$ cat config.mk
export PLATFORM = sky130hd
export DESIGN_NAME = fir_mac
export DESIGN_NICKNAME = d
export VERILOG_FILES = /design/src/hdl/fir_pkg.sv /design/src/hdl/fir_mac.sv
export SDC_FILE = /design/constraint.sdc
export NUM_CORES = 2
export LEC_CHECK = 0
export BUFFER_PORTS_ARGS = -buffer_cell sky130_fd_sc_hd__buf_2
export CORE_MARGIN = 2
export CORE_UTILIZATION = 30
export DETAILED_ROUTE_END_ITERATION = 10
export GPL_TIMING_DRIVEN = 0
export PLACE_DENSITY = 0.46
export SYNTH_ARGS = -nofsm -noshare
export SYNTH_HDL_FRONTEND = slang
export SYNTH_MEMORY_MAX_BITS = 65536
export SYNTH_SLANG_ARGS = --single-unit
$ cat constraint.sdc
create_clock -name clk -period 13.1 [get_ports clk]
set_input_delay 2.62 -clock clk [delete_from_list [all_inputs] [get_ports clk]]
set_output_delay 2.62 -clock clk [all_outputs]
set_load 0.05 [all_outputs]
$ cat src/hdl/fir_pkg.sv
// shared types and constants for the streaming fir filter
package fir_pkg;

    localparam int SAMPLE_W        = 16;
    localparam int COEF_W          = 18;
    localparam int PROD_W          = SAMPLE_W + COEF_W;
    localparam int COEF_IDX_W      = 8;
    localparam int TAP_CNT_W       = 9;
    localparam int TAP_COUNT_RESET = 137;
    localparam int FRAC_SHIFT      = 17;
    localparam int ROUND_HALF      = 65536;
    localparam int SAMPLE_MAX      = 32767;
    localparam int SAMPLE_MIN_MAG  = 32768;

    typedef enum logic
    {
        OP_SAMPLE = 1'b0,
        OP_LOAD   = 1'b1
    } opcode_t;

    // control broadcast to the history cells; the head cell has clear tied low
    typedef struct packed
    {
        logic shift;
        logic clear;
        logic rotate;
    } ring_ctrl_t;

    // control for the multiply-accumulate unit
    typedef struct packed
    {
        logic clear_acc;
        logic tap_en;
        logic load_en;
    } mac_ctrl_t;

endpackage

$ cat src/hdl/fir_mac.sv
// coefficient store and pipelined multiply-accumulate
module fir_mac
    import fir_pkg::*;
#(
    parameter int MAX_TAPS = 256,
    parameter int IDX_W    = $clog2(MAX_TAPS),
    parameter int ACC_W    = PROD_W + $clog2(MAX_TAPS)
)
(
    input  logic                       clk,
    input  logic                       rst_n,
    input  mac_ctrl_t                  ctrl,
    input  logic [IDX_W-1:0]           load_addr,
    input  logic signed [COEF_W-1:0]   load_value,
    input  logic [IDX_W-1:0]           rd_addr,
    input  logic signed [SAMPLE_W-1:0] head_sample,
    output logic signed [ACC_W-1:0]    acc
);

    logic signed [COEF_W-1:0]   coef_mem [MAX_TAPS];

    logic signed [COEF_W-1:0]   coef_b_reg;
    logic signed [SAMPLE_W-1:0] hist_b_reg;
    logic                       en_b_reg;
    logic signed [PROD_W-1:0]   prod_c_reg;
    logic signed [PROD_W-1:0]   prod_c_next;
    logic                       en_c_reg;
    logic signed [ACC_W-1:0]    acc_reg;
    logic signed [ACC_W-1:0]    acc_next;

    always_ff @(posedge clk)
    begin
        if (ctrl.load_en)
        begin
            coef_mem[load_addr] <= load_value;
        end
        coef_b_reg <= coef_mem[rd_addr];
        hist_b_reg <= head_sample;
        prod_c_reg <= prod_c_next;
    end

    assign prod_c_next = PROD_W'(hist_b_reg) * PROD_W'(coef_b_reg);

    always_comb
    begin
        acc_next = acc_reg;
        if (ctrl.clear_acc)
        begin
            acc_next = '0;
        end
        else if (en_c_reg)
        begin
            acc_next = acc_reg + ACC_W'(prod_c_reg);
        end
    end

    always_ff @(posedge clk or negedge rst_n)
    begin
        if (!rst_n)
        begin
            en_b_reg <= 1'b0;
            en_c_reg <= 1'b0;
            acc_reg  <= '0;
        end
        else
        begin
            en_b_reg <= ctrl.tap_en;
            en_c_reg <= en_b_reg;
            acc_reg  <= acc_next;
        end
    end

    assign acc = acc_reg;

endmodule

==> impl_metrics.tcl <==
set metrics [dict create \
    status "completed" \
    finalHoldViolCount 0 \
    synthCells 8512 \
    drc 0 \
    synth_seq_cells 4720 \
    drt_iter0_markers 10063 \
    cp_max_fo 10 \
    grt_start_max_net_pins 138 \
    die-area_mm2 0.644 \
    powerDensity_mw_per_mm2 205 \
    drv_slew 0 \
    crit_type "reg -> reg" \
    via_per_inst 5.04 \
    period_share_pct 62.6 \
    die_y_um 803 \
    dr.pass1.iters 7 \
    drt_wl_total_um 576000 \
    grt_pass1_wl_um 790000 \
    largest_register_ffs 4608 \
    cts_sinks 4720 \
    clock.fmax_mhz 122 \
    syn_area_mm2 0.191 \
    cts_max_path_buffers 4 \
    postRouteAntennaNets 0 \
    peakVddDrop_mv 0.636 \
    rsz0062_at_grt "no" \
    final_common_cell "edfxtp_1" \
    nFillCells 58167 \
    top_level_ports 97 \
    grt_use_total_pct 17.5 \
    die_w_um 803 \
    hold_class "reg -> reg" \
    ys.warnings.count 0 \
    cap_violations 0 \
    final_area_mm2 0.226 \
    cp.arrival_ns 9.16 \
    cts_resized 0 \
    core_mm2 0.636 \
    syn-num-nets 8985 \
    end_kind "flip-flop" \
    p_leak_nw 71.5 \
    antenna_found_initial 81 \
    finClkSkew_ns 0.0766 \
    relSlewSlack_pct 3.19 \
    wire_per_inst_um 31.5 \
    synthFlopType "edfxtp_1" \
    fin_crit_ns 8.20 \
    synth-edff-count 4608 \
    cts_tree "built" \
    cts_htree_levels 6 \
    numPortBuffers 83 \
    async_flop_share_pct 0.932 \
    yosysSeqAreaShare_pct 73.6 \
    avgSynthCellArea_um2 22.5 \
    initial_core_util_pct 30.1 \
    start_kind "flip-flop" \
    drive_gt1_share_pct 30.7 \
    clk_root_buffer_cell "clkbuf_16" \
    dpl_cell_area_mm2 0.209 \
    dp_hpwl_um 411000 \
    globalplace.congestion 0.858 \
    finalSetupViolations 0 \
    final_cell_mix "4608 x edfxtp_1, 1530 x mux4_2, 529 x clkbuf_16, 374 x clkbuf_1, 318 x inv_1" \
    synth_cell_types 60 \
    synthToLayoutAreaGrowth_pct 17.8 \
    fin_setup_tns_ns 0 \
    grt_pass1_vias 95509 \
    grt_overflow 0 \
    postCtsSetupBuffers 0 \
    rows 293 \
    nets 9903 \
    crit_required_ns 14.06 \
    tightest_slew_ns 1.45 \
    cts_buffers 520 \
    insertion_delay_ns 1.08 \
    hold_buffers 0 \
    clkTransAtPathRegs_ns 0.06 \
    via_count 92077 \
]
worst paths after layout:
| check | from | to | slack, ns | cells past startpoint |
|---|---|---|---|---|
| setup / recovery | hist_b_reg[7] | prod_c_reg[30] | 4.90 | 24 |
| setup reg to reg | hist_b_reg[7] | prod_c_reg[30] | 4.90 | 24 |
| hold reg to reg | en_b_reg | en_c_reg | 0.35 | 0 |
| min in group asynchronous | rst_n | acc[4] | 1.78 | 1 |
| max in group asynchronous | rst_n | acc[30] | 10.66 | 1 |
| hold / removal | en_b_reg | en_c_reg | 0.35 | 0 |
power by group:
| group | switching [W] | internal [W] | leakage (nW) |
|---|---|---|---|
| Combinational | 0.00875 | 0.00622 | 21.0 |
| Sequential | 0.000133 | 0.0169 | 42.6 |
| Clock | 0.00606 | 0.00807 | 7.89 |
| Total | 0.0149 | 0.0312 | 71.5 |
per-stage QoR:
stage	util (%)	power, W	instances	hold WS [ns]	setup WS [ns]
global placement	31.8	0.0325	17002	0.344	3.04
finish	35.5	0.0462	18281	0.351	4.90
global route	35.5	0.0491	18255	0.365	4.32
CTS	35.4	0.0467	18233	0.356	4.82
floorplan	-	0.0282	8512	0.331	6.54
detailed placement	32.9	0.0325	17314	0.350	4.87
cell usage after synthesis (4+ instances only):
cell | count | area [um2]
buf_2 | 92 | 460
fa_1 | 291 | 5830
clkbuf_1 | 286 | 1070
nand2b_1 | 10 | 62.6
nor2_1 | 350 | 1310
mux4_2 | 1530 | 34500
o21a_1 | 10 | 75.1
ha_1 | 127 | 1590
a211oi_1 | 13 | 97.6
edfxtp_1 | 4608 | 138000
o211ai_1 | 4 | 30.0
dfrtp_1 | 44 | 1100
o21ai_0 | 32 | 160
a22o_1 | 5 | 43.8
nand4_1 | 13 | 81.3
a21o_1 | 35 | 263
nand2_1 | 190 | 713
xnor2_1 | 57 | 499
o21bai_1 | 5 | 37.5
nand3_1 | 36 | 180
xor2_1 | 18 | 158
a21oi_1 | 63 | 315
and3_1 | 10 | 62.6
nor2b_1 | 13 | 81.3
a31oi_1 | 8 | 50.1
mux2i_1 | 23 | 230
buf_1 | 59 | 221
dfxtp_1 | 68 | 1360
o31ai_1 | 7 | 52.6
and2_1 | 141 | 882
nor3_1 | 6 | 30.0
inv_1 | 318 | 1190
routing by layer:
| metal | wire length [um] | vias up | GRT usage (%) |
|---|---|---|---|
| met5 | 23 | - | 0 |
| met4 | 16000 | 4 | 4.59 |
| met3 | 36200 | 675 | 2.63 |
| met2 | 284000 | 3273 | 29.5 |
| met1 | 240000 | 50935 | 23.8 |
| li1 | - | 37190 | - |
final cells by class:
type | instances | area, um2 | share of cell area, %
diodes | 47 | 118 | 0.0521
plain buffers | 439 | 1840 | 0.814
clock buffers | 657 | 13700 | 6.08
clock inverters | 262 | 2550 | 1.13
inverters | 318 | 1190 | 0.529
multi-input cells | 3035 | 48300 | 21.4
flip-flops and latches | 4720 | 141000 | 62.4
well taps | 8407 | 10500 | 4.66
repair buffers | 396 | 6490 | 2.88
cells by family (layout without fill, tap and decap cells):
group,after synthesis,after routing,synth area share [%]
AND/OR/NAND/NOR,778,778,1.81
flip-flops,4720,4720,73.6
adder cells (fa/ha/maj),418,418,3.87
buffers and inverters,757,2072,1.55
other,0,47,0
multiplexers,1554,1554,18.1
XOR/XNOR,75,75,0.343
AO/OA/AOI/OAI,210,210,0.717
worst max-delay path, cell delays in order, from the launching register on:
cell and delay, ns:
dfxtp_1 0.35, clkbuf_1 0.56, clkbuf_1 0.53, nand2_1 0.16, fa_1 0.56, inv_1 0.05
fa_1 0.41, inv_1 0.09, fa_1 0.44, inv_1 0.11, fa_1 0.41, fa_1 0.49
inv_1 0.05, fa_1 0.47, inv_1 0.04, ha_1 0.26, clkbuf_1 0.19, a21o_1 0.19
a211o_1 0.28, a211oi_1 0.74, o31ai_1 0.34, a2111oi_0 0.91, o21bai_1 0.16, a21oi_1 0.21
xnor2_1 0.13
(Power assumes the default switching activity.)
