`src/hdl/fir_pkg.sv`:
```
// shared types and constants for the streaming fir filter
package fir_pkg;

    localparam int SAMPLE_W        = 16;
    localparam int COEF_W          = 18;
    localparam int PROD_W          = SAMPLE_W + COEF_W;
    localparam int COEF_IDX_W      = 8;
    localparam int TAP_CNT_W       = 9;
    localparam int TAP_COUNT_RESET = 137;
    localparam int FRAC_SHIFT      = 17;
    localparam int ROUND_HALF      = 65536;
    localparam int SAMPLE_MAX      = 32767;
    localparam int SAMPLE_MIN_MAG  = 32768;

    typedef enum logic
    {
        OP_SAMPLE = 1'b0,
        OP_LOAD   = 1'b1
    } opcode_t;

    // control broadcast to the history cells; the head cell has clear tied low
    typedef struct packed
    {
        logic shift;
        logic clear;
        logic rotate;
    } ring_ctrl_t;

    // control for the multiply-accumulate unit
    typedef struct packed
    {
        logic clear_acc;
        logic tap_en;
        logic load_en;
    } mac_ctrl_t;

endpackage

```
`src/hdl/fir_cell.sv`:
```
// one history cell of the sample ring
module fir_cell
    import fir_pkg::*;
(
    input  logic                       clk,
    input  logic                       rst_n,
    input  ring_ctrl_t                 ctrl,
    input  logic signed [SAMPLE_W-1:0] newer_data,
    input  logic signed [SAMPLE_W-1:0] older_data,
    output logic signed [SAMPLE_W-1:0] data
);

    logic signed [SAMPLE_W-1:0] data_reg;
    logic signed [SAMPLE_W-1:0] data_next;

    // shift moves toward older slots, rotate moves toward the head
    always_comb
    begin
        data_next = data_reg;
        if (ctrl.shift)
        begin
            data_next = ctrl.clear ? '0 : newer_data;
        end
        else if (ctrl.rotate)
        begin
            data_next = older_data;
        end
    end

    always_ff @(posedge clk or negedge rst_n)
    begin
        if (!rst_n)
        begin
            data_reg <= '0;
        end
        else
        begin
            data_reg <= data_next;
        end
    end

    assign data = data_reg;

endmodule

```
`config.mk`:
```
export PLATFORM = sky130hd
export DESIGN_NAME = fir_cell
export DESIGN_NICKNAME = d
export VERILOG_FILES = /design/src/hdl/fir_pkg.sv /design/src/hdl/fir_cell.sv
export SDC_FILE = /design/constraint.sdc
export NUM_CORES = 1
export LEC_CHECK = 0
export ABC_AREA = 1
export BUFFER_PORTS_ARGS = -buffer_cell sky130_fd_sc_hd__buf_2
export CAP_MARGIN = 25
export CORE_MARGIN = 3
export CORE_UTILIZATION = 43
export CTS_CLUSTER_SIZE = 12
export DETAILED_ROUTE_END_ITERATION = 8
export PLACE_DENSITY = 0.84
export SYNTH_ARGS = -nofsm -noshare
export SYNTH_HDL_FRONTEND = slang
export SYNTH_SLANG_ARGS = --single-unit
```
`constraint.sdc`:
```
create_clock -name clk -period 0.8 [get_ports clk]
set_input_delay 0.04 -clock clk [delete_from_list [all_inputs] [get_ports clk]]
set_output_delay 0.04 -clock clk [all_outputs]
set_load 0.02 [all_outputs]
```
==> summary.txt, run 1 <==
Synthesis
  – Synth async-reset ratio: 100%
  – Syn avg cell area: 7.50 um2
  – Most common cell in the netlist: nand2_1
  – Yosys warning count: 0
  – Synth Net Count: 160
  – Cell taking the most area after synthesis: dfrtp_1
  – EDFF count, synth: 0
  – Number of distinct library cells after synthesis: 12
  – Cell Area, Synth: 922 um2
  – Synth Flop Type: dfrtp_1
  – Synth cell count leaders: nand2_1, dfrtp_1, nand3_1
  – Flops & latches, synth: 16
  – Synth Instances: 123
  – Top cells by area, synth: dfrtp_1, nand2_1, nand3_1
  – Sequential fraction of the synthesis area: 43.4%
  – Post-synth top area share: 43.4%

Route
  – Via/cell ratio: 4.68
  – Total routed wirelength: 2.48 mm
  – DRC viols: 0
  – Total iterations of the first detailed-routing run: 4
  – Antenna Violating Nets Remaining: 0
  – WL per Instance: 11.6 um
  – Starting DRT DRC Count: 23
  – Via count: 1002

Floorplanning
  – Io pins: 53
  – Core area: 2000 um2
  – Die Width: 52.3 um
  – Initial core utilization: 46.1%
  – Row Count: 16
  – Die area: 2740 um2
  – Die Ht: 52.3 um

Setup path
  – CP peak stage delay: 0.42 ns
  – Stages on worst setup path: 1
  – Crit path launch: data[13]
  – Worst-path cell chain: buf_6
  – R2r startpoint: data[4]
  – R2R setup slack: 0.04 ns
  – Worst Reg-to-Reg Cells: 3
  – CP max FO: 2
  – Worst path required time: 0.76 ns
  – Crit path max-delay family: flip-flops
  – CP max stage cell: dfrtp_1
  – Arrival @ worst endpoint: 0.84 ns
  – Critical path endpoint category: output port
  – Critical Path Source Type: flop
  – CP endpoint: data[13]
  – Kind of critical path: flop to output port
  – Reg-to-Reg End: data[4]
  – Crit path buf inv count: 1

GRT
  – GRT overflow: 0
  – Initial antenna violation count: 0
  – GRT Util Overall: 19.1%
  – Largest net degree at the start of global routing: 18
  – Vias in the first global route: 952
  – First-pass GRT wire length: 3.91 mm

STA
  – Tmin final: 0.875 ns
  – Slew Limit Fails: 0
  – Final Cycle Share: 109%
  – Post-route setup slack: -0.0752 ns
  – Measured slew at the worst slew-check pin: 0.345 ns
  – Final Hold Vio Count: 0
  – RSZ-0062 raised after global routing: true
  – Max transition margin: 77.0%
  – Final setup violation count: 16
  – Fmax: 1.14 GHz
  – Worst Clk Skew: 0 ns

Cells and area
  – Final #Nets: 225
  – Area grow syn2layout: 52.6%
  – Final instance area: 1410 um2
  – Max FFs per register: 16
  – Final core area utilization: 70.3%
  – Number of diodes: 0
  – Layout cells sized above 1: 43.9%

Clock network
  – TritonCTS buffer count: 3
  – Clock root buffer: clkbuf_4
  – CTS tree: built
  – H-tree depth: 1
  – CTS clk-pin slew, worst paths: 0.09 ns
  – CTS Buffer Depth: 2
  – Clock sink count: 16
  – Clock Latency Late Sink: 0.27 ns

Power
  – Sw power: 651 uW
  – Combinational group share of total power: 32.5%
  – Pwr dens: 1540 nW/um2
  – Leakage: 0.000839 uW
  – Peak supply drop: 826 uV
  – Sequential share of power: 43.7%
  – Cell-internal power: 1520 uW
  – Power, Total: 2170 uW
  – Clk pwr share: 23.9%
  – Switch share: 30.0%

Placed design
  – Port bufs: 52
  – Dpl hpwl: 1.79 mm
  – Placed cell area: 1190 um2
  – GPL Wtd Cong: 0.817

Run status
  – Failing checks: negative setup slack
  – Status: finished with violations

Job
  – Max-cap violations: 0

Min path
  – Hold WC Path Type: input pin to flop
kinds of logic after synthesis:
family                 after synthesis  share of synthesized area (%)
buffers and inverters               11                           10.7
DFF                                 16                           43.4
AOI/OAI and AO/OA                    1                          0.542
and+or+nand+nor                     95                           45.3
per-stage QoR:
step	hold slack [ns]	TNS (ns)	setup WS (ns)	cells
finish	0.0220	-0.914	-0.0752	214
global route	0.0289	-1.39	-0.108	214
CTS	0.0208	-0.935	-0.0731	214
detailed placement	-0.0349	0	0.0309	199
global placement	-0.0414	0	0.0746	199
floorplan	-0.256	0	0.0932	123
area by class of cell:
type | instances | area, um2
Fill cell | 170 | 594
Timing Repair Buffer | 66 | 480
Multi-Input combinational cell | 96 | 423
Sequential cell | 16 | 400
Clock buffer | 4 | 36.3
Inverter | 5 | 33.8
Tap cell | 27 | 33.8
layout by cell type (no fill, tap or decap):
master / netlist / routed
clkbuf_4: 0 / 3
buf_2: 0 / 36
nand2_8: 1 / 1
dlygate4sd3_1: 0 / 1
buf_6: 2 / 16
nand2_2: 10 / 10
inv_8: 2 / 2
inv_1: 3 / 3
buf_4: 3 / 12
a21oi_1: 1 / 1
nand2_1: 67 / 67
dfrtp_1: 16 / 16
nor2_1: 1 / 1
clkbuf_8: 0 / 1
buf_12: 1 / 1
nand3_1: 16 / 16
per-layer routing:
metal	track usage, %	part of all wire (%)	vias to the layer above
met2	33.3	50	51
met4	5.11	1.0	0
met5	0	0	-
li1	-	-	509
met1	23.3	39	440
met3	4.84	10	2
power by group through the flow:
stage,registers [uW],clock network [uW],logic [uW]
after floorplan,1050,0,221
after global placement,954,0,515
after detailed placement,951,0,531
after CTS,943,520,700
after global routing,956,558,771
final,947,517,705
worst min-delay path by stage:
stage	startpoint	cells past startpoint	end
6_report	newer_data[11]	3	data[11]
3_3_place_gp	rst_n	1	data[7]
3_5_place_dp	rst_n	1	data[7]
4_1_cts	newer_data[11]	3	data[11]
2_1_floorplan	rst_n	0	data[0]
5_1_grt	newer_data[11]	3	data[11]
timing repair:
item | CTS | global route
hold endpoints to repair | 16 | 0
hold buffers | 1 | 0
endpoints found under the setup margin | 16 | 17
resized for setup | 30 | 2
setup buffers | 10 | 0
(Power assumes the default switching activity.)
==> inputs of run 2 (changes only) <==
- CORE_UTILIZATION: 43 -> 30
- PLACE_DENSITY: 0.84 -> 0.63
==> run 2 against run 1 <==
Effect of this change:
- the flow still finishes with violations (negative setup slack)
- die area is 38% higher
- combinational power is 1% higher
- first-iteration DRC count is 8.7% lower
- critical endpoint is now data[4]
- highest routed layer unchanged
==> summary.txt, run 2 (synthesis results as in run 1) <==
Setup path
  – Stages on worst setup path: 1 (unchanged)
  – Crit path buf inv count: 1 (unchanged)
  – R2R setup slack: 0.02 ns (was 0.04 ns)
  – CP max stage cell: dfrtp_1 (unchanged)
  – Crit path launch: data[4] (was data[13])
  – CP endpoint: data[4] (was data[13])
  – Arrival @ worst endpoint: 0.84 ns (about the same)
  – Crit path max-delay family: flip-flops (unchanged)
  – R2r startpoint: data[4] (unchanged)
  – CP peak stage delay: 0.42 ns (about the same)
  – Kind of critical path: flop to output port (unchanged)
  – Worst-path cell chain: buf_6 (unchanged)
  – Worst path required time: 0.76 ns (about the same)
  – Worst Reg-to-Reg Cells: 3 (unchanged)
  – Critical Path Source Type: flop (unchanged)
  – Critical path endpoint category: output port (unchanged)
  – CP max FO: 2 (unchanged)
  – Reg-to-Reg End: data[4] (unchanged)

Placed design
  – GPL Wtd Cong: 0.762 (was 0.817)
  – Placed Cells: 203 (was 199)
  – Dpl hpwl: 1.83 mm (was 1.79 mm)
  – Port bufs: 52 (unchanged)

Clock network
  – H-tree depth: 1 (unchanged)
  – CTS clk-pin slew, worst paths: 0.10 ns (was 0.09 ns)
  – Clock sink count: 16 (unchanged)
  – Clock Latency Late Sink: 0.28 ns (was 0.27 ns)
  – CTS Buffer Depth: 2 (unchanged)
  – Clock root buffer: clkbuf_4 (unchanged)
  – CTS tree: built (unchanged)
  – TritonCTS buffer count: 3 (unchanged)

Route
  – Starting DRT DRC Count: 21 (was 23)
  – Wire length on met3: 136 um (was 259 um)
  – WL per Instance: 11.3 um (was 11.6 um)
  – Uppermost layer routed: met4 (unchanged)
  – Via count: 998 (was 1002)
  – Total iterations of the first detailed-routing run: 4 (unchanged)
  – Met1 wire length: 1.02 mm (was 963 um)
  – Total routed wirelength: 2.49 mm (was 2.48 mm)
  – Antenna Violating Nets Remaining: 0 (unchanged)
  – Met2 WL: 1.27 mm (was 1.23 mm)
  – DRC viols: 0 (unchanged)
  – Via/cell ratio: 4.54 (was 4.68)

Power
  – Peak supply drop: 660 uV (was 826 uV)
  – Switch share: 30.3% (was 30.0%)
  – Sw power: 665 uW (was 651 uW)
  – Leakage: 0.000849 uW (was 0.000839 uW)
  – Combinational group share of total power: 32.5% (about the same)
  – Clk pwr share: 24.3% (was 23.9%)
  – Cell-internal power: 1530 uW (was 1520 uW)
  – Pwr dens: 1540 nW/um2 (about the same)
  – Sequential share of power: 43.2% (was 43.7%)

STA
  – Final Hold Vio Count: 0 (unchanged)
  – RSZ-0062 raised after global routing: true (unchanged)
  – Fmax: 1.14 GHz (about the same)
  – Max transition margin: 75.5% (was 77.0%)
  – Tmin final: 0.881 ns (was 0.875 ns)
  – Final setup violation count: 16 (unchanged)
  – Worst Clk Skew: 0 ns (unchanged)
  – Slew Limit Fails: 0 (unchanged)
  – Final Cycle Share: 110% (was 109%)
  – Min Hold Slack: 0.0175 ns (was 0.0220 ns)
  – Measured slew at the worst slew-check pin: 0.368 ns (was 0.345 ns)
  – Post-route setup slack: -0.0806 ns (was -0.0752 ns)

Cells and area
  – Area grow syn2layout: 54.8% (was 52.6%)
  – Non-Filler Instances: 220 (was 214)
  – Most frequent cells in the layout: nand2_1, buf_2, nand3_1, dfrtp_1, buf_6 (unchanged)
  – Commonest non-fill, non-tap cell in the layout: nand2_1 (unchanged)
  – Number of diodes: 0 (unchanged)
  – Layout cells sized above 1: 44.4% (was 43.9%)
  – Max FFs per register: 16 (unchanged)
  – Final core area utilization: 50.0% (was 70.3%)
  – Final #Nets: 227 (was 225)
  – Fill count: 293 (was 170)

GRT
  – Largest net degree at the start of global routing: 18 (unchanged)
  – GRT Util Overall: 14.3% (was 19.1%)
  – GRT overflow: 0 (unchanged)
  – Initial antenna violation count: 0 (unchanged)
  – First-pass GRT wire length: 4.05 mm (was 3.91 mm)
  – Vias in the first global route: 956 (was 952)

Floorplanning
  – Die area: 3770 um2 (was 2740 um2)
  – Io pins: 53 (unchanged)
  – Row Count: 19 (was 16)
  – Core area: 2850 um2 (was 2000 um2)
  – Initial core utilization: 32.3% (was 46.1%)
  – Die Ht: 61.4 um (was 52.3 um)
  – Die Width: 61.4 um (was 52.3 um)

Min path
  – Worst hold path cell count: 3 (unchanged)
  – Hold WC Path Type: input pin to flop (unchanged)
  – Min-delay src: newer_data[11] (unchanged)

Job
  – Max-cap violations: 0 (unchanged)

Run status
  – Status: finished with violations (unchanged)
  – Failing checks: negative setup slack (unchanged)
run 2: cell count changes in the layout (fill, tap and decap cells not counted), sizes merged:
cell / previous run / this run
buf: 65 / 67
run 2: worst min path at each step:
stage               endpoint  slack (ns)
floorplan            data[0]       -0.26
global placement     data[2]       -0.03
detailed placement   data[2]       -0.02
CTS                 data[11]        0.03
global route        data[11]        0.02
finish              data[11]        0.02
run 2: metrics by stage:
step                      setup TNS, ns  total power, uW  setup slack, ns  cell area (um2)
after global routing              -1.46             2320           -0.108             1430
after detailed placement              0             1490           0.0336             1190
after floorplan                       0             1270           0.0932              922
after global placement                0             1480           0.0553             1190
final                            -0.981             2190          -0.0806             1430
after CTS                         -1.03             2210          -0.0779             1430
run 2: power groups by stage:
stage | combinational (uW) | clock [uW] | sequential [uW]
6_report | 714 | 533 | 947
5_1_grt | 790 | 578 | 955
4_1_cts | 722 | 542 | 945
3_5_place_dp | 532 | 0 | 954
3_3_place_gp | 525 | 0 | 953
2_1_floorplan | 221 | 0 | 1050
run 2: area by class of cell:
type	instances	area (um2)	share of cell area, %
Tap cell	31	38.8	2.72
Clock buffer	4	36.3	2.54
Multi-Input combinational cell	96	423	29.6
Timing Repair Buffer	68	495	34.7
Inverter	5	33.8	2.37
Sequential cell	16	400	28.0
run 2: what timing repair did:
| item | CTS | global route |
|---|---|---|
| hold endpoints to repair | 16 | 0 |
| endpoints found under the setup margin | 16 | 17 |
| gates resized for setup | 32 | 0 |
| cloned | 0 | 0 |
| hold buffers | 1 | 0 |
| buffers inserted | 12 | 0 |
run 2: per-layer routing:
| layer | global-route usage, % | up-vias |
|---|---|---|
| met5 | 0 | - |
| met4 | 4.85 | 0 |
| met3 | 1.68 | 4 |
| met2 | 26.6 | 33 |
| met1 | 16.7 | 448 |
| li1 | - | 513 |
